===== src/rtl/kmer_count_hash_table_top_macros.svh =====
// ----------------------------------------------------------------------------
// K-mer count table assertion macros
// Concurrent checks used by the top level, compiled out for synthesis.
// ----------------------------------------------------------------------------
`ifndef KMER_COUNT_HASH_TABLE_TOP_MACROS_SVH
`define KMER_COUNT_HASH_TABLE_TOP_MACROS_SVH

`ifndef SYNTHESIS
// Same-cycle implication
`define KCH_ASSERT_IMP(lbl, ante, cons) \
  lbl: assert property (@(posedge clk) disable iff (!rst_n) (ante) |-> (cons)) \
    else $error("kch check failed");
// Next-cycle implication
`define KCH_ASSERT_NXT(lbl, ante, cons) \
  lbl: assert property (@(posedge clk) disable iff (!rst_n) (ante) |=> (cons)) \
    else $error("kch check failed");
`else
`define KCH_ASSERT_IMP(lbl, ante, cons)
`define KCH_ASSERT_NXT(lbl, ante, cons)
`endif

`endif


===== src/rtl/kch_pkg.sv =====
// ----------------------------------------------------------------------------
// K-mer count table package
// Shared widths, codes, item types and register clamping functions.
// ----------------------------------------------------------------------------
`timescale 1ns / 1ps
package kch_pkg;

  localparam int TABLE_DEPTH   = 4096;
  localparam int COUNT_BITS    = 8;
  localparam int POSITION_BITS = 32;
  localparam int SLOT_W        = $clog2(TABLE_DEPTH);
  localparam int SIZE_W        = 13;
  localparam int STEP_W        = 12;
  localparam int BASES_W       = 6;
  localparam int KMER_W        = 64;
  localparam int HASH_W        = 32;
  localparam int OP_W          = 3;
  localparam int STATUS_W      = 2;
  localparam int CFG_IDX_W     = 2;
  localparam int CFG_DATA_W    = 13;

  localparam logic [COUNT_BITS-1:0] COUNT_INVALID = '1;
  localparam logic [COUNT_BITS-1:0] COUNT_MAX     = COUNT_INVALID - 1'b1;

  localparam logic [SIZE_W-1:0]  TABLE_SIZE_RST   = 13'd4093;
  localparam logic [STEP_W-1:0]  STEP_MOD_RST     = 12'd2053;
  localparam logic [BASES_W-1:0] KMER_BASES_RST   = 6'd32;

  typedef enum logic [OP_W-1:0] {
    OP_LOOKUP        = 3'd0,
    OP_COUNT         = 3'd1,
    OP_COUNT_INSERT  = 3'd2,
    OP_INSERT_UNIQUE = 3'd3,
    OP_INSERT_INVAL  = 3'd4
  } op_t;

  typedef enum logic [STATUS_W-1:0] {
    ST_FOUND    = 2'd0,
    ST_INSERTED = 2'd1,
    ST_NOTFOUND = 2'd2,
    ST_FULL     = 2'd3
  } status_t;

  typedef enum logic [CFG_IDX_W-1:0] {
    REG_TABLE_SIZE = 2'd0,
    REG_STEP_MOD   = 2'd1,
    REG_KMER_BASES = 2'd2
  } reg_idx_t;

  // Classified item handed from the front to the probe engine
  typedef struct packed {
    logic [OP_W-1:0]          op;
    logic [KMER_W-1:0]        key;
    logic [KMER_W-1:0]        comp;
    logic [SLOT_W-1:0]        home;
    logic [SLOT_W-1:0]        step;
    logic [POSITION_BITS-1:0] pos;
  } job_t;

  // Engine status seen by the top level
  typedef struct packed {
    logic              clear_done;
    logic [SIZE_W-1:0] occupied;
  } eng_stat_t;

  function automatic logic [SIZE_W-1:0] eff_size(input logic [SIZE_W-1:0] ts);
    logic [SIZE_W-1:0] m;
    m = ts;
    if (m < SIZE_W'(3)) m = SIZE_W'(3);
    if (m > SIZE_W'(TABLE_DEPTH)) m = SIZE_W'(TABLE_DEPTH);
    return m;
  endfunction

  function automatic logic [STEP_W-1:0] eff_step(input logic [STEP_W-1:0] sm,
                                                 input logic [SIZE_W-1:0] m);
    logic [SIZE_W-1:0] s;
    s = {1'b0, sm};
    if (s == '0) s = SIZE_W'(1);
    if (s >= m) s = m - 1'b1;
    return s[STEP_W-1:0];
  endfunction

  function automatic logic [BASES_W-1:0] eff_bases(input logic [BASES_W-1:0] k);
    logic [BASES_W-1:0] r;
    r = k;
    if (r == '0) r = BASES_W'(1);
    if (r > BASES_W'(32)) r = BASES_W'(32);
    return r;
  endfunction

endpackage


===== src/rtl/kch_queue.sv =====
// ----------------------------------------------------------------------------
// K-mer count table job queue
// Two-entry queue decoupling the front end from the probe engine.
// ----------------------------------------------------------------------------
`timescale 1ns / 1ps
module kch_queue (
  input  logic          clk,
  input  logic          rst_n,
  input  logic          push_valid,
  output logic          push_ready,
  input  kch_pkg::job_t push_job,
  output logic          pop_valid,
  input  logic          pop_ready,
  output kch_pkg::job_t pop_job
);
  import kch_pkg::*;

  job_t       mem_r [2];
  logic       wr_ptr_r;
  logic       rd_ptr_r;
  logic [1:0] cnt_r;
  logic       do_push;
  logic       do_pop;

  assign push_ready = (cnt_r != 2'd2);
  assign pop_valid  = (cnt_r != 2'd0);
  assign pop_job    = mem_r[rd_ptr_r];
  assign do_push    = push_valid && push_ready;
  assign do_pop     = pop_valid && pop_ready;

  always_ff @(posedge clk) begin
    if (do_push) mem_r[wr_ptr_r] <= push_job;
  end

  always_ff @(posedge clk) begin
    if (!rst_n) begin
      wr_ptr_r <= 1'b0;
      rd_ptr_r <= 1'b0;
      cnt_r    <= '0;
    end else begin
      if (do_push) wr_ptr_r <= ~wr_ptr_r;
      if (do_pop)  rd_ptr_r <= ~rd_ptr_r;
      case ({do_push, do_pop})
        2'b10:   cnt_r <= cnt_r + 1'b1;
        2'b01:   cnt_r <= cnt_r - 1'b1;
        default: cnt_r <= cnt_r;
      endcase
    end
  end

endmodule


===== config.mk =====
export PLATFORM = sky130hd
export DESIGN_NAME = kch_queue
export DESIGN_NICKNAME = d
export VERILOG_FILES = /design/src/rtl/kmer_count_hash_table_top_macros.svh /design/src/rtl/kch_pkg.sv /design/src/rtl/kch_queue.sv
export SDC_FILE = /design/constraint.sdc
export NUM_CORES = 1
export LEC_CHECK = 0
export ABC_AREA = 1
export BUFFER_PORTS_ARGS = -buffer_cell sky130_fd_sc_hd__buf_2
export CORE_AREA = 2 2 182 184
export DETAILED_ROUTE_END_ITERATION = 7
export DIE_AREA = 0 0 184 186
export GPL_ROUTABILITY_DRIVEN = 0
export HOLD_SLACK_MARGIN = 0.15
export PLACE_DENSITY = 0.74
export SLEW_MARGIN = 20
export SYNTH_ARGS = -nofsm -noshare
export SYNTH_HDL_FRONTEND = slang
export SYNTH_SLANG_ARGS = --single-unit
export TNS_END_PERCENT = 50

===== constraint.sdc =====
create_clock -name clk -period 19.7 [get_ports clk]
set_clock_uncertainty 0.2 [all_clocks]
set_input_delay 1.97 -clock clk [delete_from_list [all_inputs] [get_ports clk]]
set_output_delay 1.97 -clock clk [all_outputs]
set_load 0.02 [all_outputs]

Yosys cells after proc, flatten, opt, wreduce, memory -nomap -nowiden
Memories as Yosys holds them, arrays and structs flattened. A register that Yosys moved wholly into a read port is not among the register bits. Cells that the tools add are included.

Bits in registers: 4. Bits in latches: 0. RAM bits: 374. Memory bits (read-only): 0. Bits of input ports: 191. Output and inout port bits: 189. Word-level logic and storage cells: 20. Memories: 1.

Memory list: mem_r (words 2, bits a word 187, read ports 1, clocked after memory_dff 1, wr ports 1, RTL line kch_queue.sv:18) `job_t mem_r [2];`.

Add/sub/neg operators: 2. Multiply operators: 0. Div/mod/pow operators: 0. $lt $le $gt $ge: 0. Equality and inequality tests: 3. Shift operators: 0. Muxes and demuxes: 5. Bitwise gates (word level): 2. Reductions and logical operators: 4.

Operator list (number): 1-bit two-way mux (4); 2-bit case mux with 2 select lines (1); 2-bit nonzero test (2); 2-bit by 1-bit adder with 2-bit output (second input constant) (1); 2-bit by 1-bit equality test with 1-bit output (second input constant) (1); 2-bit equality test (second input constant) (1); 1-bit logical AND (2); 2-bit != test (second input constant) (1); 1-bit NOT (2); 2-bit by 1-bit subtractor with 2-bit output (second input constant) (1).

Depth between registers and ports, before layout
Gate-level depths: netlist of run 1.

Word-level depth: 4. Mapped depth: 9. Depth with buffers taken out: 9.

Worst setup path after synthesis of run 1
Ideal clock, no wire load.

Path type: input -> register. Start: input push_valid. End: memory mem_r[1][0] in the netlist's numbering (enable). Setup time: 0.739 ns. Data arrival time: 9.862 ns. Data required time: 18.761 ns. Slack: 8.899 ns. Cell stages on the path: 2. Buffers on the path: 0. Cells stage by stage: nand2_1 > nor2_1.

Word-level cells in the longest chain between the ends: 3.

Ends and longest elaborated chain: from (decl) (RTL line kch_queue.sv:9) `input logic push_valid,`; 1-bit logical AND (RTL line kch_queue.sv:28) `assign do_push = push_valid && push_ready;`; 1-bit two-way mux (RTL line kch_queue.sv:32) `if (do_push) mem_r[wr_ptr_r] <= push_job;`; 1-bit two-way mux (not written as such) (RTL line kch_queue.sv:32); to (decl) (RTL line kch_queue.sv:18).

No other way between the ends.

==> reports/metrics.yaml, run 1 <==
area_growth_pct: 24.61
postCtsHoldBufs: 0
crit_path_start_kind: "register"
grtUsageMet2: 0.2737
netlist_top_cells_area: "edfxtp_1, mux2_4, mux2_2"
p_leak_nw: 6.875
synth_area_sq_um: 14260
cts_num_sinks: 379
maxSlewHeadroom: 0.2874
synth_cell_type_count: 15
swShare: 0.2651
finalCritPeriodShare: 0.2626
finalMaxSlewViolations: 0
portBuffers: 379
ys_seq_area_frac: 0.7943
crit_arrival_ns: 3.00
hold_viol_final: 0
dr_total_vias: 7070
synth.avg_cell_area_sq_um: 23.08
grt_max_degree: 139
maxCapViolCount: 0
layout_commonest_cell: "buf_2"
setup_viol: 0
first_iter_violations: 371
drtAntennaViolNets: 0
final_nets: 1217
p_per_area_nw_per_um2: 123.3
power_frac_seq: 0.466
final_cell_mix: "buf_2, edfxtp_1, mux2_4"
grt_pass1_wl_mm: 40.04
endpoint_kind: "output pin"
vdd_drop_max_mv: 0.1218
ctsHtreeMaxLevel: 2
syn_inst: 618
rsz0062_at_grt: "no"
fp.dieH_um: 186
busiest_layer: "met2"
clkPwrFrac: 0.318
antenna_found_initial: 7
via_per_inst: 4.842
grtUsageMet3: 0.05596
critical_path_class: "reg2out"
yosysWarnings: 0
comb_power_share: 0.216
first_global_vias: 7314
numCtsBuffers: 40
yosysTopAreaCellShare: 0.7873
route.detailed.drc: 0
drive_gt1_frac: 0.5939
die-area_sq_um: 34220
intPower_mw: 1.611
place_hpwl_mm: 18.20
post_cts_buffers: 0
cts_tree: "done"
syn-num-nets: 810
worst_pin_slew_ns: 1.069
ys_ff_latch: 379
fin_tns_setup_ns: 0
io_pins: 380
drt-total-wl_mm: 27.65
hp-class: "reg2reg"
total_power_mw: 2.192
fmaxAchievable_mhz: 193.3
die_width_um: 184
clk_pin_slew_ns: 0.06
clkLatencyLatePin_ns: 0.51
fin_crit_ns: 5.174
synth_top_cell_by_area: "edfxtp_1"
firstDrtPassIters: 4
rows: 66
wl_per_cell_um: 18.94
run_status: "completed"
grt.overflow.total: 0
root_buffer: "clkbuf_16"
cts_buffer_depth: 3
core_sq_um: 32210
switching_power_uw: 581.3
cp_max_fo: 138
cts-resized-gates: 0
grt_usage: 0.1541
start_util: 0.4429
met1_usage: 0.1716
required_ns: 17.53
[layer usage]
layer,share of wire,up-vias
li1,-,3263
met1,0.38,3464
met2,0.51,281
met3,0.085,54
met4,0.024,8
met5,0.0019,-
[final timing paths]
check            from            end  slack (ns)  depth (start not counted)
max reg2reg  cnt_r[0]  mem_r[0][137]       17.07                          6
max          register    pop_job[27]       14.53                          3
min          rd_ptr_r       rd_ptr_r        0.31                          2
min reg2reg  rd_ptr_r       rd_ptr_r        0.31                          2
[registers in the layout, summed over array words and instances, names as in the netlist, named ones only]
register,flops
wr_ptr_r,1
mem_r,374
rd_ptr_r,1
cnt_r,2
[critical path, stage by stage (launching register included)]
cell and delay, ns:
dfxtp_4 0.93, buf_12 0.72, mux2_2 0.42, buf_2 0.16
[cell usage after synthesis]
cell,count
edfxtp_1,374
mux2_4,130
mux2_2,57
buf_6,16
nand2_1,10
nor2_1,10
buf_2,5
dfxtp_1,5
inv_1,5
a21oi_1,1
ha_1,1
nand3_1,1
nand4_1,1
o21a_1,1
o21ai_0,1
[power groups by stage]
stage	combinational (mW)	clock [mW]	sequential [mW]
after floorplan	0.350	0	1.05
after global placement	0.474	0	1.03
after detailed placement	0.478	0	1.04
after CTS	0.480	0.718	1.02
after global routing	0.502	0.754	1.03
final	0.473	0.697	1.02
[cell type report]
class	count	area, sq um
Antenna cell	3	7.507
Sequential cell	379	11330
Inverter	5	18.77
Tap cell	408	510.5
Fill cell	2500	14430
Clock buffer	52	1067
Multi-Input combinational cell	213	2725
Clock inverter	14	137.6
Timing Repair Buffer	386	1974
[per-stage QoR]
stage | instance area, sq um | setup WS, ns | std cells | hold slack, ns | util
after floorplan | 14260 | 8.899 | 618 | 0.2512 | -
after global placement | 16560 | 15.08 | 1391 | 0.2749 | 0.5143
after detailed placement | 16560 | 15.08 | 1391 | 0.2832 | 0.5143
after CTS | 17770 | 14.54 | 1457 | 0.3037 | 0.5517
after global routing | 17780 | 14.39 | 1460 | 0.3388 | 0.5519
final | 17780 | 14.53 | 1460 | 0.3072 | 0.5519
[logic make-up after synthesis]
group / count (synthesis) / share of synthesized area
AO/OA/AOI/OAI: 3 / 0.001227
multiplexers: 187 / 0.1818
flip-flops: 379 / 0.7943
AND/OR/NAND/NOR: 22 / 0.006053
buffers and inverters: 26 / 0.01570
adder cells (fa/ha/maj): 1 / 0.0008770
No activity file was read; power rests on OpenSTA's default activity.
==> run 2: changes to the inputs <==
==> constraint.sdc (replaced) <==
create_clock -name clk -period 5.1 [get_ports clk]
set_clock_uncertainty 0.2 [all_clocks]
set_input_delay 0.51 -clock clk [delete_from_list [all_inputs] [get_ports clk]]
set_output_delay 0.51 -clock clk [all_outputs]
set_load 0.02 [all_outputs]
==> run 2 against run 1 <==
Against the previous run:
- clock power rose to 3.8 times the previous value
- critical path depth unchanged
- register-to-register slack got worse by 15 ns
- core utilization rose by 6.0 points
- sequential share of layout area down 6.2 points
- largest cell class unchanged
==> reports/metrics.yaml, run 2 (synthesis gave the netlist of run 1 again) <==
run_status: "completed"  # unchanged
vdd_drop_max_mv: 0.4379  # was 0.1218 mV
highest_layer: "met4"  # was met5
crit_path_start_kind: "register"  # unchanged
routed-wl-met3_mm: 2.715  # was 2.344 mm
hold_viol_final: 0  # unchanged
ctsHtreeMaxLevel: 2  # unchanged
crit_path_cell_trace: "buf_12 > mux2_4 > buf_2"  # was buf_12 > mux2_2 > buf_2
min_path_cells: 2  # unchanged
first_iter_violations: 412  # was 371
hp-start: "rd_ptr_r"  # unchanged
place_inst: 1392  # was 1391
fin_tns_setup_ns: 0  # unchanged
comb_power_share: 0.229  # was 0.216
core_sq_um: 32210  # unchanged
cts_buffer_depth: 3  # unchanged
place_hpwl_mm: 19.05  # was 18.20 mm
wl_met2_mm: 15.91  # was 14.22 mm
fillers: 2274  # was 2500
crit_slowest_cell: "dfxtp_4"  # unchanged
largest_register_ffs: 374  # unchanged
grt_max_degree: 106  # was 139
via_per_inst: 4.809  # was 4.842
numCtsBuffers: 40  # unchanged
antenna_found_initial: 0  # was 7
swShare: 0.2729  # was 0.2651
drive_gt1_frac: 0.5064  # was 0.5939
path_delay_family: "flip-flops"  # unchanged
cp_max_fo: 59  # was 138
intPower_mw: 6.228  # was 1.611 mW
route.detailed.drc: 0  # unchanged
hp-class: "reg2reg"  # unchanged
max_stage_delay_ns: 0.96  # was 0.93 ns
power_frac_seq: 0.462  # was 0.466
rr_worst_depth: 6  # unchanged
final_cells: 1652  # was 1460
clkLatencyLatePin_ns: 0.52  # was 0.51 ns
wl_per_cell_um: 18.84  # was 18.94 um
fin_crit_ns: 3.242
rr_startpoint: "cnt_r[0]"  # unchanged
cts_num_sinks: 379  # unchanged
final_cell_mix: "buf_2, edfxtp_1, dlygate4sd3_1"  # was buf_2, edfxtp_1, mux2_4
post_cts_buffers: 0  # unchanged
drt-total-wl_mm: 31.12  # was 27.65 mm
top_regs: "mem_r: 374 flops, cnt_r: 2 flops"  # unchanged
r2r_slack_ns: 2.51  # was 17.07 ns
required_ns: 4.39  # was 17.53 ns
clk_pin_slew_ns: 0.06  # about the same
fmaxAchievable_mhz: 308.5
io_pins: 380  # unchanged
portBuffers: 379  # unchanged
layout_commonest_cell: "buf_2"  # unchanged
grt_usage: 0.1739  # was 0.1541
final_nets: 1407  # was 1217
switching_power_mw: 2.338  # was 581.3 uW
dr_total_vias: 7945  # was 7070
fp.dieH_um: 186  # unchanged
grt_pass1_wl_mm: 45.40  # was 40.04 mm
diodes: 0  # was 3
critical_path_class: "reg2out"  # unchanged
p_per_area_nw_per_um2: 434.8  # was 123.3 nW/um^2
rsz0062_at_grt: "no"  # unchanged
crit_arrival_ns: 2.53  # was 3.00 ns
finalMaxSlewViolations: 0  # unchanged
clkPwrFrac: 0.309  # was 0.318
drtAntennaViolNets: 0  # unchanged
start_util: 0.4429  # unchanged
rows: 66  # unchanged
m1WireLength_mm: 11.62  # was 10.38 mm
endpoint_kind: "output pin"  # unchanged
area_growth_pct: 38.11  # was 24.61%
p_leak_nw: 7.685  # was 6.875 nW
first_global_vias: 8424  # was 7314
grt.overflow.total: 0  # unchanged
cts_tree: "done"  # unchanged
largest-register: "mem_r"  # unchanged
die_width_um: 184  # unchanged
finalCritPeriodShare: 0.6356
setup_viol: 0  # unchanged
worst_pin_slew_ns: 0.9239  # was 1.069 ns
maxCapViolCount: 0  # unchanged
reg2reg_to: "mem_r[1][58]"  # was mem_r[0][137]
worstPathBufferInverterCount: 2  # unchanged
firstDrtPassIters: 4  # unchanged
root_buffer: "clkbuf_16"  # unchanged
maxSlewHeadroom: 0.3841  # was 0.2874
die-area_sq_um: 34220  # unchanged
run 2: cell types whose count changed in the layout (fill, tap and decap cells not counted), moves of 3 or more:
cell / delta
clkbuf_1: -6
clkinv_2: +3
clkinv_1: +5
buf_12: +3
dlygate4sd3_1: +189
inv_6: +3
diode_2: -3
run 2: power groups by stage:
| stage | sequential [mW] | combinational [mW] | clock (mW) |
|---|---|---|---|
| finish | 3.95 | 1.96 | 2.65 |
| global route | 3.98 | 2.08 | 2.84 |
| CTS | 3.95 | 1.97 | 2.72 |
| detailed placement | 4.02 | 1.84 | 0 |
| global placement | 4.00 | 1.83 | 0 |
| floorplan | 4.00 | 1.35 | 0 |
run 2: timing repair:
item,4_1_cts,5_1_grt
gates resized for setup,0,0
hold endpoints to repair,379,0
hold buffers,189,0
run 2: final cells by class:
class / count / area [sq um] / area share
sequential: 379 / 11330 / 0.5753
inverter: 5 / 18.77 / 0.0009526
clock inverter: 25 / 156.4 / 0.007939
tap: 408 / 510.5 / 0.02591
timing repair buffer: 576 / 3911 / 0.1985
clock buffer: 46 / 1045 / 0.05303
multi-input combinational: 213 / 2725 / 0.1383
run 2: per-layer routing:
layer / global-route usage / vias to the layer above
met5: 0 / -
met4: 0.05984 / 0
met3: 0.05302 / 65
met2: 0.3118 / 383
met1: 0.1975 / 3853
li1: - / 3644
run 2: worst reg2reg max path, cell delays in order (launching register included):
cell and delay [ns]:
dfxtp_1 0.37, inv_1 0.10, nand2_1 0.10, nand2_1 0.18, nor2_4 0.12, buf_4 0.45, buf_4 0.65
run 2: how the worst max path moves through the flow:
stage	startpoint	end	slack, ns	cells after the start
after global placement	register	pop_job[186]	2.38	3
final	register	pop_job[117]	1.86	3
after global routing	register	pop_job[183]	1.74	3
after floorplan	cnt_r[0]	mem_r[1][0]	-1.23	4
after CTS	register	pop_job[186]	1.81	3
after detailed placement	register	pop_job[183]	2.39	3
run 2: per-stage QoR:
| step | cell area, sq um | hold slack, ns | utilization | power [mW] | worst slack (ns) |
|---|---|---|---|---|---|
| detailed placement | 16610 | 0.2822 | 0.5157 | 5.862 | 2.386 |
| floorplan | 14270 | 0.2512 | - | 5.351 | -1.227 |
| CTS | 19700 | 0.2654 | 0.6117 | 8.642 | 1.813 |
| finish | 19700 | 0.2950 | 0.6117 | 8.566 | 1.858 |
| global placement | 16610 | 0.2694 | 0.5157 | 5.827 | 2.377 |
| global route | 19700 | 0.3143 | 0.6117 | 8.905 | 1.741 |
