**src/rtl/kmer_count_hash_table_top_macros.svh**
```systemverilog
// ----------------------------------------------------------------------------
// K-mer count table assertion macros
// Concurrent checks used by the top level, compiled out for synthesis.
// ----------------------------------------------------------------------------
`ifndef KMER_COUNT_HASH_TABLE_TOP_MACROS_SVH
`define KMER_COUNT_HASH_TABLE_TOP_MACROS_SVH

`ifndef SYNTHESIS
// Same-cycle implication
`define KCH_ASSERT_IMP(lbl, ante, cons) \
  lbl: assert property (@(posedge clk) disable iff (!rst_n) (ante) |-> (cons)) \
    else $error("kch check failed");
// Next-cycle implication
`define KCH_ASSERT_NXT(lbl, ante, cons) \
  lbl: assert property (@(posedge clk) disable iff (!rst_n) (ante) |=> (cons)) \
    else $error("kch check failed");
`else
`define KCH_ASSERT_IMP(lbl, ante, cons)
`define KCH_ASSERT_NXT(lbl, ante, cons)
`endif

`endif

```
**src/rtl/kch_pkg.sv**
```systemverilog
// ----------------------------------------------------------------------------
// K-mer count table package
// Shared widths, codes, item types and register clamping functions.
// ----------------------------------------------------------------------------
`timescale 1ns / 1ps
package kch_pkg;

  localparam int TABLE_DEPTH   = 4096;
  localparam int COUNT_BITS    = 8;
  localparam int POSITION_BITS = 32;
  localparam int SLOT_W        = $clog2(TABLE_DEPTH);
  localparam int SIZE_W        = 13;
  localparam int STEP_W        = 12;
  localparam int BASES_W       = 6;
  localparam int KMER_W        = 64;
  localparam int HASH_W        = 32;
  localparam int OP_W          = 3;
  localparam int STATUS_W      = 2;
  localparam int CFG_IDX_W     = 2;
  localparam int CFG_DATA_W    = 13;

  localparam logic [COUNT_BITS-1:0] COUNT_INVALID = '1;
  localparam logic [COUNT_BITS-1:0] COUNT_MAX     = COUNT_INVALID - 1'b1;

  localparam logic [SIZE_W-1:0]  TABLE_SIZE_RST   = 13'd4093;
  localparam logic [STEP_W-1:0]  STEP_MOD_RST     = 12'd2053;
  localparam logic [BASES_W-1:0] KMER_BASES_RST   = 6'd32;

  typedef enum logic [OP_W-1:0] {
    OP_LOOKUP        = 3'd0,
    OP_COUNT         = 3'd1,
    OP_COUNT_INSERT  = 3'd2,
    OP_INSERT_UNIQUE = 3'd3,
    OP_INSERT_INVAL  = 3'd4
  } op_t;

  typedef enum logic [STATUS_W-1:0] {
    ST_FOUND    = 2'd0,
    ST_INSERTED = 2'd1,
    ST_NOTFOUND = 2'd2,
    ST_FULL     = 2'd3
  } status_t;

  typedef enum logic [CFG_IDX_W-1:0] {
    REG_TABLE_SIZE = 2'd0,
    REG_STEP_MOD   = 2'd1,
    REG_KMER_BASES = 2'd2
  } reg_idx_t;

  // Classified item handed from the front to the probe engine
  typedef struct packed {
    logic [OP_W-1:0]          op;
    logic [KMER_W-1:0]        key;
    logic [KMER_W-1:0]        comp;
    logic [SLOT_W-1:0]        home;
    logic [SLOT_W-1:0]        step;
    logic [POSITION_BITS-1:0] pos;
  } job_t;

  // Engine status seen by the top level
  typedef struct packed {
    logic              clear_done;
    logic [SIZE_W-1:0] occupied;
  } eng_stat_t;

  function automatic logic [SIZE_W-1:0] eff_size(input logic [SIZE_W-1:0] ts);
    logic [SIZE_W-1:0] m;
    m = ts;
    if (m < SIZE_W'(3)) m = SIZE_W'(3);
    if (m > SIZE_W'(TABLE_DEPTH)) m = SIZE_W'(TABLE_DEPTH);
    return m;
  endfunction

  function automatic logic [STEP_W-1:0] eff_step(input logic [STEP_W-1:0] sm,
                                                 input logic [SIZE_W-1:0] m);
    logic [SIZE_W-1:0] s;
    s = {1'b0, sm};
    if (s == '0) s = SIZE_W'(1);
    if (s >= m) s = m - 1'b1;
    return s[STEP_W-1:0];
  endfunction

  function automatic logic [BASES_W-1:0] eff_bases(input logic [BASES_W-1:0] k);
    logic [BASES_W-1:0] r;
    r = k;
    if (r == '0) r = BASES_W'(1);
    if (r > BASES_W'(32)) r = BASES_W'(32);
    return r;
  endfunction

endpackage

```
**src/rtl/kch_if.sv**
```systemverilog
// ----------------------------------------------------------------------------
// K-mer count table channels
// Valid/ready channels for input items and result items.
// ----------------------------------------------------------------------------
`timescale 1ns / 1ps
interface kch_in_if;
  import kch_pkg::*;
  logic                     valid;
  logic                     ready;
  logic [OP_W-1:0]          operation;
  logic [KMER_W-1:0]        kmer;
  logic [HASH_W-1:0]        canon_hash;
  logic [POSITION_BITS-1:0] position;
  modport source (output valid, operation, kmer, canon_hash, position, input ready);
  modport sink   (input valid, operation, kmer, canon_hash, position, output ready);
endinterface


```
**src/rtl/kch_front.sv**
```systemverilog
// ----------------------------------------------------------------------------
// K-mer count table front end
// Accepts items, masks the k-mer, forms its reverse complement and reduces
// the hash to a home slot and probe step, four hash bits per cycle.
// ----------------------------------------------------------------------------
`timescale 1ns / 1ps
module kch_front (
  input  logic                       clk,
  input  logic                       rst_n,
  kch_in_if.sink                     in_ch,
  input  logic                       clear_done,
  input  logic [kch_pkg::SIZE_W-1:0] eff_m,
  input  logic [kch_pkg::STEP_W-1:0] eff_sm,
  input  logic [kch_pkg::BASES_W-1:0] eff_k,
  output logic                       job_valid,
  input  logic                       job_ready,
  output kch_pkg::job_t              job
);
  import kch_pkg::*;

  localparam int DIGITS = HASH_W / 4;

  typedef enum logic [1:0] {F_IDLE, F_DIV, F_PUSH} fstate_t;

  fstate_t                  state_r;
  logic [OP_W-1:0]          op_r;
  logic [KMER_W-1:0]        key_r;
  logic [HASH_W-1:0]        hash_r;
  logic [POSITION_BITS-1:0] pos_r;
  logic [SIZE_W-1:0]        rm_r, rm_nxt;
  logic [SIZE_W-1:0]        rs_r, rs_nxt;
  logic [$clog2(DIGITS)-1:0] cnt_r;
  logic [KMER_W-1:0]        kmask;
  logic [KMER_W-1:0]        full_rc;
  logic [KMER_W-1:0]        comp;
  logic [SIZE_W-1:0]        step_full;

  // One restoring step: shift in a bit, subtract modulus if it fits
  function automatic logic [SIZE_W-1:0] mod_step(input logic [SIZE_W-1:0] r,
                                                 input logic b,
                                                 input logic [SIZE_W-1:0] d);
    logic [SIZE_W:0] t;
    t = {r, b};
    if (t >= {1'b0, d}) t = t - {1'b0, d};
    return t[SIZE_W-1:0];
  endfunction

  assign in_ch.ready = (state_r == F_IDLE) && clear_done;

  // K-mer mask for the configured length
  always_comb begin
    if (eff_k >= BASES_W'(32)) kmask = '1;
    else kmask = (KMER_W'(1) << {eff_k, 1'b0}) - 1'b1;
  end

  // Reverse complement: reverse all 32 bases, then drop the unused ones
  always_comb begin
    for (int j = 0; j < 32; j++) begin
      full_rc[2*j +: 2] = ~key_r[2*(31-j) +: 2];
    end
    comp = full_rc >> {BASES_W'(32) - eff_k, 1'b0};
  end

  // Four digits of both remainders per cycle
  always_comb begin
    rm_nxt = rm_r;
    rs_nxt = rs_r;
    for (int b = 0; b < 4; b++) begin
      rm_nxt = mod_step(rm_nxt, hash_r[HASH_W-1-b], eff_m);
      rs_nxt = mod_step(rs_nxt, hash_r[HASH_W-1-b], {1'b0, eff_sm});
    end
  end

  assign step_full = {1'b0, eff_sm} - rs_r;

  assign job_valid = (state_r == F_PUSH);
  assign job.op    = op_r;
  assign job.key   = key_r;
  assign job.comp  = comp;
  assign job.home  = rm_r[SLOT_W-1:0];
  assign job.step  = step_full[SLOT_W-1:0];
  assign job.pos   = pos_r;

  // Sequencer
  always_ff @(posedge clk) begin
    if (!rst_n) begin
      state_r <= F_IDLE;
      cnt_r   <= '0;
    end else begin
      case (state_r)
        F_IDLE: begin
          if (in_ch.valid && in_ch.ready) begin
            op_r    <= in_ch.operation;
            key_r   <= in_ch.kmer & kmask;
            hash_r  <= in_ch.canon_hash;
            pos_r   <= in_ch.position;
            rm_r    <= '0;
            rs_r    <= '0;
            cnt_r   <= '0;
            state_r <= F_DIV;
          end
        end
        F_DIV: begin
          rm_r   <= rm_nxt;
          rs_r   <= rs_nxt;
          hash_r <= hash_r << 4;
          cnt_r  <= cnt_r + 1'b1;
          if (cnt_r == $bits(cnt_r)'(DIGITS - 1)) state_r <= F_PUSH;
        end
        F_PUSH: begin
          if (job_ready) state_r <= F_IDLE;
        end
        default: state_r <= F_IDLE;
      endcase
    end
  end

endmodule

```
**src/flat_wrapper.sv**
```systemverilog
// flat-port wrapper written by rule: the top's interface ports become plain ports
module kch_front_flat import kch_pkg::*;
  (clk, rst_n, clear_done, eff_m, eff_sm, eff_k, job_valid, job_ready, job, in_ch_valid, in_ch_operation, in_ch_kmer, in_ch_canon_hash, in_ch_position, in_ch_ready);
  kch_in_if in_ch_i ();
  input  logic clk;
  input  logic rst_n;
  input  logic clear_done;
  input  logic [kch_pkg::SIZE_W-1:0] eff_m;
  input  logic [kch_pkg::STEP_W-1:0] eff_sm;
  input  logic [kch_pkg::BASES_W-1:0] eff_k;
  output logic job_valid;
  input  logic job_ready;
  output kch_pkg::job_t job;
  input wire logic [$bits(in_ch_i.valid)-1:0] in_ch_valid;
  input wire logic [$bits(in_ch_i.operation)-1:0] in_ch_operation;
  input wire logic [$bits(in_ch_i.kmer)-1:0] in_ch_kmer;
  input wire logic [$bits(in_ch_i.canon_hash)-1:0] in_ch_canon_hash;
  input wire logic [$bits(in_ch_i.position)-1:0] in_ch_position;
  output wire logic [$bits(in_ch_i.ready)-1:0] in_ch_ready;
  assign in_ch_i.valid = in_ch_valid;
  assign in_ch_i.operation = in_ch_operation;
  assign in_ch_i.kmer = in_ch_kmer;
  assign in_ch_i.canon_hash = in_ch_canon_hash;
  assign in_ch_i.position = in_ch_position;
  assign in_ch_ready = in_ch_i.ready;
  kch_front u_core (.clk(clk), .rst_n(rst_n), .in_ch(in_ch_i), .clear_done(clear_done), .eff_m(eff_m), .eff_sm(eff_sm), .eff_k(eff_k), .job_valid(job_valid), .job_ready(job_ready), .job(job));
endmodule
```
**config.mk**
```make
export PLATFORM = sky130hd
export DESIGN_NAME = kch_front_flat
export DESIGN_NICKNAME = d
export VERILOG_FILES = /design/src/rtl/kmer_count_hash_table_top_macros.svh /design/src/rtl/kch_pkg.sv /design/src/rtl/kch_if.sv /design/src/rtl/kch_front.sv /design/src/flat_wrapper.sv
export SDC_FILE = /design/constraint.sdc
export NUM_CORES = 1
export LEC_CHECK = 0
export BUFFER_PORTS_ARGS = -buffer_cell sky130_fd_sc_hd__buf_2
export CAP_MARGIN = 25
export CORE_ASPECT_RATIO = 1.2
export CORE_MARGIN = 1
export CORE_UTILIZATION = 35
export DETAILED_ROUTE_END_ITERATION = 8
export HOLD_SLACK_MARGIN = 0.02
export PLACE_DENSITY_LB_ADDON = 0.2
export SETUP_SLACK_MARGIN = 0.4
export SLEW_MARGIN = 0
export SYNTH_ARGS = -nofsm -noshare
export SYNTH_HDL_FRONTEND = slang
export SYNTH_SLANG_ARGS = --single-unit
export TNS_END_PERCENT = 1
```
**constraint.sdc**
```tcl
create_clock -name clk -period 15.1 [get_ports clk]
set_clock_uncertainty 0.15 [all_clocks]
set_input_delay 0.755 -clock clk [delete_from_list [all_inputs] [get_ports clk]]
set_output_delay 0.755 -clock clk [all_outputs]
set_load 0.03 [all_outputs]
```
# Word-level counts from Yosys, hierarchy flattened
# Cells that the tools add are included.
[word_totals]
register_bits = 162
in_bits = 167
out_inout_bits = 189
elab_cells = 98
[op_classes]
addsub = 12
magnitude_cmp = 9
eq_ne = 6
n_shift = 2
mux = 20
n_bitwise = 33
n_reduce_logical = 8
[op_table]
columns = ["op", "count"]
rows = [
  ["$mux W13", 9],
  ["$and A64 B64 Y64", 1],
  ["$mux W64", 1],
  ["$not A2 Y2", 32],
  ["$pmux W32 S2", 1],
  ["$shl A1 B7 Y64 const A", 1],
  ["$shr A64 B7 Y64", 1],
  ["$sub A64 B1 Y64 const B", 1],
  ["$ge A14 B12 Y1", 4],
  ["$ge A14 B13 Y1", 4],
  ["$pmux W13 S2", 2],
  ["$sub A13 B12 Y13", 4],
  ["$sub A13 B13 Y13", 4],
  ["$mux W32", 1],
  ["$sub A12 B12 Y12", 1],
  ["$reduce_and A3 Y1", 3],
  ["$ge A6 B6 Y1 const B", 1],
  ["$mux W2", 3],
  ["$pmux W2 S3", 1],
  ["$pmux W3 S2", 1],
  ["$sub A6 B6 Y6 const A", 1],
  ["$ne A2 B1 Y1 const B", 2],
  ["$add A3 B1 Y3 const B", 1],
  ["$eq A3 B3 Y1 const B", 1],
  ["8 further kinds", 9],
]

# Longest topological paths before layout
# Gate-level depths: netlist of the first run.
[logic_depth]
ltp_word = 9
ltp_mapped = 47
depth_no_buf = 42

# Worst setup path after synthesis of the first run
# Ideal clock, no wire load.
[synth_path]
path_type = "input to register"
from = "input eff_sm[2] in the netlist's numbering"
to = "register u_core.rs_r[10] (data pin)"
setup_time_ns = 0.262
arrival_time_ns = 9.707
required_time_ns = 14.688
path_slack_ns = 4.980
path_stages = 45
cell_sequence = "inv_1 ha_1 nor2b_1 o31a_1 o31a_1 o21ai_4 clkbuf_1 clkbuf_1 nand2_1 o21ai_0 ha_1 buf_2 and3_1 a21oi_1 a31oi_1 a221o_1 nand3b_1 a21o_1 (+9 left out) o31ai_1 a211o_1 or2_1 clkbuf_1 o32ai_1 or2_2 ha_1 a21o_1 a21oi_1 nor2b_1 o31a_1 o21a_1 o41ai_1 nor2b_1 nand2_1 o22ai_2 buf_6 mux2i_1"
[synth_between]
elab_chain_cells = 9
[synth_lines]
columns = ["item", "line_no", "source"]
rows = [
  ["start, declared", "flat_wrapper.sv:9", "input logic [kch_pkg::STEP_W-1:0] eff_sm;"],
  ["$sub A13 B12 Y13 or $ge A14 B12 Y1 (tied branches)", "kch_front.sv:44", "if (t >= {1'b0, d}) t = t - {1'b0, d};"],
  ["$mux W13", "kch_front.sv:44", ""],
  ["$sub A13 B12 Y13 or $ge A14 B12 Y1 (tied branches)", "kch_front.sv:44", ""],
  ["$mux W13", "kch_front.sv:44", ""],
  ["$sub A13 B12 Y13 or $ge A14 B12 Y1 (tied branches)", "kch_front.sv:44", ""],
  ["$mux W13", "kch_front.sv:44", ""],
  ["$sub A13 B12 Y13 or $ge A14 B12 Y1 (tied branches)", "kch_front.sv:44", ""],
  ["$mux W13 (*)", "kch_front.sv:44", ""],
  ["$pmux W13 S2 (*)", "kch_front.sv:90", "case (state_r)"],
  ["end signal, assigned", "kch_front.sv:105", "rs_r <= rs_nxt;"],
  ["end, declared", "kch_front.sv:31", "logic [SIZE_W-1:0] rs_r, rs_nxt;"],
]
# Mark *: on every way between the ends. The rest lies on a longest branch, timed or not.
# A chain may end at the register's enable or synchronous reset.

# Final worst setup path of the first run
[layout_path]
from = "register u_core.hash_r[31]"
to = "register u_core.rs_r[5] (data pin)"
[layout_between]
elab_chain_cells = 9
[layout_lines]
columns = ["item", "line_no", "source"]
rows = [
  ["start, declared", "kch_front.sv:28", "logic [HASH_W-1:0] hash_r;"],
  ["start signal, assigned", "kch_front.sv:95", "hash_r <= in_ch.canon_hash;"],
  ["start signal, assigned", "kch_front.sv:106", "hash_r <= hash_r << 4;"],
  ["$sub A13 B12 Y13 or $ge A14 B12 Y1 (tied branches)", "kch_front.sv:44", ""],
  ["$mux W13 (*)", "kch_front.sv:44", ""],
  ["$sub A13 B12 Y13 or $ge A14 B12 Y1 (tied branches)", "kch_front.sv:44", ""],
  ["$mux W13 (*)", "kch_front.sv:44", ""],
  ["$sub A13 B12 Y13 or $ge A14 B12 Y1 (tied branches)", "kch_front.sv:44", ""],
  ["$mux W13 (*)", "kch_front.sv:44", ""],
  ["$sub A13 B12 Y13 or $ge A14 B12 Y1 (tied branches)", "kch_front.sv:44", ""],
  ["$mux W13 (*)", "kch_front.sv:44", ""],
  ["$pmux W13 S2 (*)", "kch_front.sv:90", ""],
]
# Marked as above.

==> out/results.ini, run 1 <==
[routing]
first_pass_iters=5
postRouteWirelength_um=59690
drtIter0Drc=961
drc_errors=0
drtAntennaViolNets=0
num_vias=16310
routed_via_density=5.613
routedWlPerCell_um=20.55

[run_status]
status=complete, no violations

[cells_and_area]
nets=2559
drive_gt1_share_pct=21.44
areaGrowthSynthToFinish_pct=17.16
fin_area_mm2=0.01958

[min_path]
hold_path.class=in2reg
hold-path-endpoint=u_core.pos_r[5]
min-delay-start=in_ch_position[5]
hold_path_depth=1

[critical_path]
worstPathArrival_ns=11.78
cp-end-kind=flip-flop
r2r_start=u_core.hash_r[31]
slowest_stage=o22ai_2
slowest_delay_ns=0.74
critPathMaxFanout=25
startpoint_type=flip-flop
r2r-end=u_core.rs_r[5]
reg2regPathDepth=40
rrSetupSlack_ns=3.33
path_class=reg2reg
worst_ep_required_time_ns=15.11

[synthesis]
ys_seq_elements=162
yosys.area.top_type_share_pct=28.22
synth_area_leader_cell=edfxtp_1
yosysWarnings=0
syn_inst=1976
synth_async_sr_flop_share_pct=0
yosys.cell_count.top_type=nand2_1
yosys.cell_types.count=87
yosys-top-cells-count=nand2_1, nor2_1, edfxtp_1
synthFlopType=edfxtp_1
netlist_area_mm2=0.01671
synth_edf_count=157
synthTopCellsByArea=edfxtp_1, ha_1, nand2_1, mux2i_1, nor2_1
ys_seq_area_share_pct=28.82
postSynthAreaPerCell_um2=8.456
synth_fp_nets=2272

[floorplan]
ios=356
rows=87
core-area_mm2=0.04703
die_area_mm2=0.04862
start_util_pct=35.53
die_w_um=201.5
die_y_um=241.3

[sta]
hold_violations=0
fin_crit_sh_pct=77.92
setup-tns-final_ns=0
setup_violations=0
fmax_mhz=84.99
final_max_slew_viol_count=0
worst_slew_pin_slew_ns=0.9760
rsz0062_at_grt=false
timing.slew.headroom_pct=34.93
min_period_ns=11.77

[clocking]
tritoncts=built
cts.hold.buffers_added=0
cts_buffers=17
cts.clk_slew.worst_paths_ns=0.07
post_cts_buffers=0
cts_max_level=4
cts_resized=0
clock_path_buffers=2
cts_sinks=162
cts_root_buffer=clkbuf_16
worstSkewPairLatency_ns=0.46

[placement]
gp_congestion=0.9666
dp.final_hpwl_um=48200
dpl_cell_area_mm2=0.01898
port_buffers=355

[global_route]
grt_max_degree=78
grt_pass1_wl_um=89710
first_global_vias=15590
antenna_found_initial=11
overflow=0
globalRouteTotalUtil_pct=23.74

[job]
cap_violations=0

==> final cells by class <==
class,count,area [µm²]
diodes,6,15.01
clock buffers,17,425.4
clock inverters,15,150.1
fillers,4867,27450
inverters,90,337.8
multi-input cells,1621,11150
flip-flops and latches,162,4815
well taps,623,779.5
repair buffers,371,1901
==> state kept, by name, indices dropped and copies added (netlist names) <==
signal and flops:
u_core.cnt_r 3, u_core.key_r 64, u_core.rm_r 13, u_core.pos_r 32, u_core.hash_r 32, u_core.state_r 2
u_core.op_r 3, u_core.rs_r 13
==> placed cells by master, fill, tap and decap left out, types with 7 or more instances in the layout <==
master	count
or3_1	19
inv_1	88
or2_2	11
nor3_1	48
nor2_1	197
a31oi_1	7
mux4_2	24
nand2_1	262
o21a_1	31
and2_1	31
and3_1	18
nand3_1	25
o211ai_1	12
mux2i_1	90
edfxtp_1	157
fa_1	9
xor2_1	35
a21o_1	25
mux2_2	29
a211oi_1	30
nand4_1	20
nand2b_1	23
clkbuf_16	17
o22ai_1	14
buf_2	355
o31a_1	8
ha_1	119
a21oi_1	131
a211o_1	10
buf_4	15
nor2b_1	47
o31ai_1	10
o21ai_0	127
a21boi_0	36
a22oi_1	12
a221o_1	7
xnor2_1	56
==> metrics by stage <==
| step | hold slack [ns] | util (%) | worst slack (ns) | cells |
|---|---|---|---|---|
| final | 0.3198 | 41.63 | 3.334 | 2905 |
| after global routing | 0.3012 | 41.62 | 2.456 | 2904 |
| after CTS | 0.2906 | 41.59 | 3.415 | 2899 |
| after detailed placement | 0.3462 | 40.37 | 3.016 | 2867 |
| after global placement | 0.3376 | 40.35 | 3.335 | 2866 |
| after floorplan | 0.3336 | - | 4.980 | 1976 |
==> kinds of logic after synthesis <==
group | Yosys count | share of synthesized area (%)
and+or+nand+nor | 734 | 20.35
AOI/OAI and AO/OA | 521 | 20.43
buffers and inverters | 193 | 4.807
DFF | 162 | 28.82
muxes | 144 | 10.66
adders and majority gates | 129 | 10.06
xor gates and xnor gates | 93 | 4.875
==> routing by layer <==
metal,vias up,routed length [µm],track usage (%)
met5,-,38,0
met4,6,1806,8.884
met3,98,3371,3.726
met2,605,29630,41.70
met1,7806,24850,29.25
li1,7792,-,-
==> worst max path at each step <==
| stage | to | from | slack (ns) |
|---|---|---|---|
| after floorplan | u_core.rs_r[10] | eff_sm[2] | 4.98 |
| after global placement | u_core.rs_r[12] | eff_sm[2] | 3.33 |
| after detailed placement | u_core.rs_r[5] | eff_sm[2] | 3.02 |
| after CTS | u_core.rs_r[5] | u_core.hash_r[31] | 3.42 |
| after global routing | u_core.rs_r[5] | u_core.hash_r[31] | 2.46 |
| final | u_core.rs_r[5] | u_core.hash_r[31] | 3.33 |
==> critical path: cells and delay by family (launching register included) <==
| family | cells | cell delay, ns |
|---|---|---|
| AND/OR/NAND/NOR | 10 | 1.88 |
| buffers and inverters | 3 | 0.36 |
| adder cells (fa/ha/maj) | 5 | 1.44 |
| AO/OA/AOI/OAI | 20 | 6.58 |
| multiplexers | 2 | 0.54 |
| flip-flops | 1 | 0.51 |
Power of run 1 is left out: the tool's default activity adds up to more than one toggle a clock period on the data nets, which glitch-free logic cannot reach.
==> run 2, diff against run 1 <==
==> constraint.sdc (replaced) <==
create_clock -name clk -period 10.7 [get_ports clk]
set_clock_uncertainty 0.15 [all_clocks]
set_input_delay 0.535 -clock clk [delete_from_list [all_inputs] [get_ports clk]]
set_output_delay 0.535 -clock clk [all_outputs]
set_load 0.03 [all_outputs]
==> run 2 against run 1 <==
  * Register-to-register slack worse by 2.4 ns
  * Highest routed layer unchanged
  * Clock-buffer cell count up 1
  * Critical path type unchanged
  * Fmax up 20%
==> out/results.ini, run 2 (synthesis gave the netlist of run 1 again) <==
[sta]
final_max_slew_viol_count=0
hold_violations=0
rsz0062_at_grt=true
setup_violations=0
holdWs_ns=0.1120
min_period_ns=9.780
timing.slew.headroom_pct=35.44
fin_crit_sh_pct=91.40
fmax_mhz=102.2
worst_slew_pin_slew_ns=0.9684

[floorplan]
start_util_pct=35.53
ios=356
core-area_mm2=0.04703
die_w_um=201.5
die_area_mm2=0.04862
rows=87
die_y_um=241.3

[global_route]
grt_max_degree=78
first_global_vias=15670
globalRouteTotalUtil_pct=23.87
overflow=0
grt_pass1_wl_um=90380
antenna_found_initial=11

[critical_path]
path_class=reg2reg
startpoint_type=flip-flop
crit_path_frequent_cell=ha_1
rrSetupSlack_ns=0.92
cp-end-kind=flip-flop
critPathMaxFanout=19
r2r-end=u_core.rm_r[11]
worstPathArrival_ns=9.81
reg2regPathDepth=42
cp.buffers_inverters=5
slowest_delay_ns=0.49
critical-path-top-delay-family=compound AO/OA/AOI/OAI gates
worst_ep_required_time_ns=10.73
slowest_stage=edfxtp_1
r2r_start=u_core.hash_r[31]

[min_path]
hold_path_depth=1
min-delay-start=in_ch_position[14]
hold-path-endpoint=u_core.pos_r[14]
hold_path.class=in2reg

[routing]
met3_length_um=3545
drtIter0Drc=1121
routedWlPerCell_um=20.53
postRouteWirelength_um=60310
num_vias=16400
first_pass_iters=7
drtAntennaViolNets=0
routed_via_density=5.582
wl_met2_um=29500
drc_errors=0
drt-met1-wl_um=24710
top_layer=met5

[placement]
dp.final_hpwl_um=48440
gp_congestion=0.9816
port_buffers=355

[cells_and_area]
fillers=4870
nets=2590
top_regs=u_core.key_r x64, u_core.hash_r x32, u_core.pos_r x32
drive_gt1_share_pct=23.32
top_register=u_core.key_r
layout_common_cells=buf_2, nand2_1, nor2_1
ff_latch_area_mm2=0.004815
layout_commonest_cell=buf_2
largest_register_ffs=64
areaGrowthSynthToFinish_pct=19.83
multi_input_area_mm2=0.01130

[clocking]
clock_path_buffers=2
worstSkewPairLatency_ns=0.45
cts.clk_slew.worst_paths_ns=0.08
cts_max_level=4
cts_sinks=162
tritoncts=built
cts_buffers=17
cts_root_buffer=clkbuf_16

[run_status]
status=complete, no violations

[job]
cap_violations=0

==> run 2: cell count changes in the layout (fill, tap and decap cells not counted), sizes merged <==
cell	change
buf	+29
clkinv	-5
clkinvlp	+4
bufinv	+3
inv	-3
diode	+2
o21ai	+2
clkbuf	+1
==> run 2: repair_timing <==
item	CTS	global route
endpoints found under the hold margin	0	0
gates resized for setup	2	29
hold buffers	0	0
pin swaps	1	4
setup endpoints to repair	13	26
gates cloned	1	1
buffers inserted	0	1
==> run 2: how the worst max path moves through the flow <==
stage	cells past startpoint	start	slack, ns	end
final	42	u_core.hash_r[31]	0.92	u_core.rm_r[11]
after global routing	42	u_core.hash_r[31]	0.28	u_core.rm_r[10]
after CTS	40	u_core.hash_r[31]	0.43	u_core.rs_r[9]
after detailed placement	41	eff_sm[2]	-0.02	u_core.rs_r[9]
after global placement	41	eff_sm[2]	0.25	u_core.rs_r[7]
after floorplan	45	eff_sm[2]	0.80	u_core.rs_r[10]
==> run 2: area by class of cell <==
cell class,instances,area share [%]
clock buffers,18,2.143
multi-input cells,1623,56.46
diodes,8,0.09999
repair buffers,400,10.64
flip-flops and latches,162,24.05
clock inverters,14,1.031
well taps,623,3.893
inverters,90,1.687
==> run 2: per-layer routing <==
metal	track usage (%)	vias to the layer above
met1	29.39	7726
met4	10.72	10
met5	0	-
li1	-	7848
met2	41.04	682
met3	3.888	135
==> run 2: through the flow <==
stage | std cells | setup WS, ns | area, µm² | setup TNS, ns | util (%)
floorplan | 1976 | 0.8002 | 16710 | 0 | -
global placement | 2894 | 0.2492 | 19200 | 0 | 40.82
detailed placement | 2895 | -0.01578 | 19210 | -0.02707 | 40.84
CTS | 2928 | 0.4301 | 19860 | 0 | 42.23
global route | 2935 | 0.2838 | 20010 | 0 | 42.56
finish | 2938 | 0.9197 | 20020 | 0 | 42.58
Power of run 2 is left out for the same reason.
==> run 3, diff against run 2 <==
==> constraint.sdc (replaced) <==
create_clock -name clk -period 11.25 [get_ports clk]
set_clock_uncertainty 0.15 [all_clocks]
set_input_delay 0.5625 -clock clk [delete_from_list [all_inputs] [get_ports clk]]
set_output_delay 0.5625 -clock clk [all_outputs]
set_load 0.03 [all_outputs]
==> run 3 against run 2 <==
  * Global-route usage about the same
  * Routed wire length down 0.42%
  * Largest cell class unchanged
  * Final area decreased by 0.77%
  * Fmax down 5.8%
  * Die area stayed put
  * Non-clock buffer count decreased by 6
  * Sequential share of layout area rose by 0.19 points
  * Critical endpoint is now u_core.rs_r[5]
  * Critical path depth unchanged
  * Cell count is 0.20% lower
  * Clock-buffer cell count is 1 lower
  * Register-to-register slack worse by 0.05 ns
  * Worst hold slack better by 0.022 ns
==> out/results.ini, run 3 (synthesis gave the netlist of run 1 again) <==
[cells_and_area]
nets=2583
areaGrowthSynthToFinish_pct=18.90
drive_gt1_share_pct=22.87
fillers=4847
top_regs=u_core.key_r x64, u_core.hash_r x32, u_core.pos_r x32
layout_common_cells=buf_2, nand2_1, nor2_1
largest_register_ffs=64
top_register=u_core.key_r
layout_commonest_cell=buf_2

[clocking]
tritoncts=built
clock_path_buffers=2
cts.clk_slew.worst_paths_ns=0.07
worstSkewPairLatency_ns=0.45
cts_buffers=17
cts_sinks=162
cts_root_buffer=clkbuf_16
cts_max_level=4

[global_route]
grt_max_degree=78
globalRouteTotalUtil_pct=23.88
antenna_found_initial=10
overflow=0
first_global_vias=15700
grt_pass1_wl_um=90840

[placement]
place_ws_ns=-0.1707
port_buffers=355
gp_congestion=0.9796
dp.final_hpwl_um=48270

[critical_path]
cp-startpoint=u_core.hash_r[31]
slowest_delay_ns=0.57
worst_ep_required_time_ns=11.36
rrSetupSlack_ns=0.87
slowest_stage=or4_1
r2r_start=u_core.hash_r[31]
r2r-end=u_core.rs_r[5]
startpoint_type=flip-flop
reg2regPathDepth=42
worstPathArrival_ns=10.49
cp-endpoint=u_core.rs_r[5]
cp-end-kind=flip-flop
path_class=reg2reg
critPathMaxFanout=12

[sta]
worst_slew_pin_slew_ns=0.9749
timing.slew.headroom_pct=35.01
fin_ws_ns=0.8693
hold_violations=0
setup_violations=0
fmax_mhz=96.33
final_max_slew_viol_count=0
min_period_ns=10.38
fin_crit_sh_pct=92.27
rsz0062_at_grt=true

[floorplan]
die_y_um=241.3
die_area_mm2=0.04862
die_w_um=201.5
ios=356
start_util_pct=35.53
core-area_mm2=0.04703
rows=87

[routing]
routedWlPerCell_um=20.48
num_vias=16460
drtIter0Drc=1047
postRouteWirelength_um=60060
drc_errors=0
drtAntennaViolNets=0
first_pass_iters=8
routed_via_density=5.615

[run_status]
status=complete, no violations

[min_path]
hold_path.class=in2reg

[job]
cap_violations=0

==> run 3: cell types whose count changed in the layout (fill, tap and decap cells not counted), moves of 2 or more <==
cell,before,now
o21ai_4,3,1
o41ai_1,3,5
clkinvlp_4,5,2
clkinv_8,0,2
inv_8,2,5
o41ai_2,2,0
clkinv_2,0,2
buf_4,43,38
bufinv_16,4,1
==> run 3: layout make-up <==
type	count	area (µm²)	area share, %
tap	623	779.5	3.924
clock inverter	15	170.2	0.8565
inverter	90	337.8	1.700
antenna	9	22.52	0.1134
multi-input combinational	1622	11240	56.59
clock buffer	17	425.4	2.141
sequential	162	4815	24.23
timing repair buffer	394	2073	10.44
==> run 3: per-layer routing <==
metal  part of all wire [%]  vias up  global-route usage [%]  wire, µm
met5                  0.088        -                       0        53
met2                     50      675                   42.34     29860
met3                    5.7      121                   3.538      3426
li1                       -     7842                       -         -
met1                     41     7818                   29.47     24780
met4                    3.2        8                   8.333      1932
==> run 3: how the worst min path moves through the flow <==
stage | start | to | cells after the start
after floorplan | u_core.hash_r[6] | u_core.hash_r[10] | 2
final | in_ch_position[6] | u_core.pos_r[6] | 1
after CTS | in_ch_position[6] | u_core.pos_r[6] | 1
after global placement | u_core.hash_r[12] | u_core.hash_r[16] | 2
after global routing | in_ch_position[6] | u_core.pos_r[6] | 1
after detailed placement | u_core.hash_r[12] | u_core.hash_r[16] | 2
==> run 3: what timing repair did <==
item                       4_1_cts  5_1_grt
hold buffers                     0        0
buffers inserted                 0        6
setup endpoints to repair       13       26
resized for setup                3       18
pin swaps                        0        3
cloned                           0        1
==> run 3: metrics by stage <==
step,utilization (%),cell area [µm²],TNS [ns],hold slack [ns],std cells
6_report,42.25,19870,0,0.1337,2932
5_1_grt,42.22,19850,0,0.1039,2927
4_1_cts,41.95,19730,0,0.1005,2916
3_5_place_dp,40.64,19110,-1.177,0.3471,2884
3_3_place_gp,40.62,19100,-0.8606,0.3400,2883
2_1_floorplan,-,16710,0,0.3336,1976
==> run 3: critical path: cells and delay by family, from the launching register on <==
| kind | cells | cell delay (ns) |
|---|---|---|
| buffers and inverters | 6 | 0.98 |
| AOI/OAI and AO/OA | 20 | 4.63 |
| muxes | 2 | 0.52 |
| DFF | 1 | 0.41 |
| and+or+nand+nor | 9 | 1.85 |
| adders and majority gates | 5 | 1.63 |
Power of run 3 is left out for the same reason.
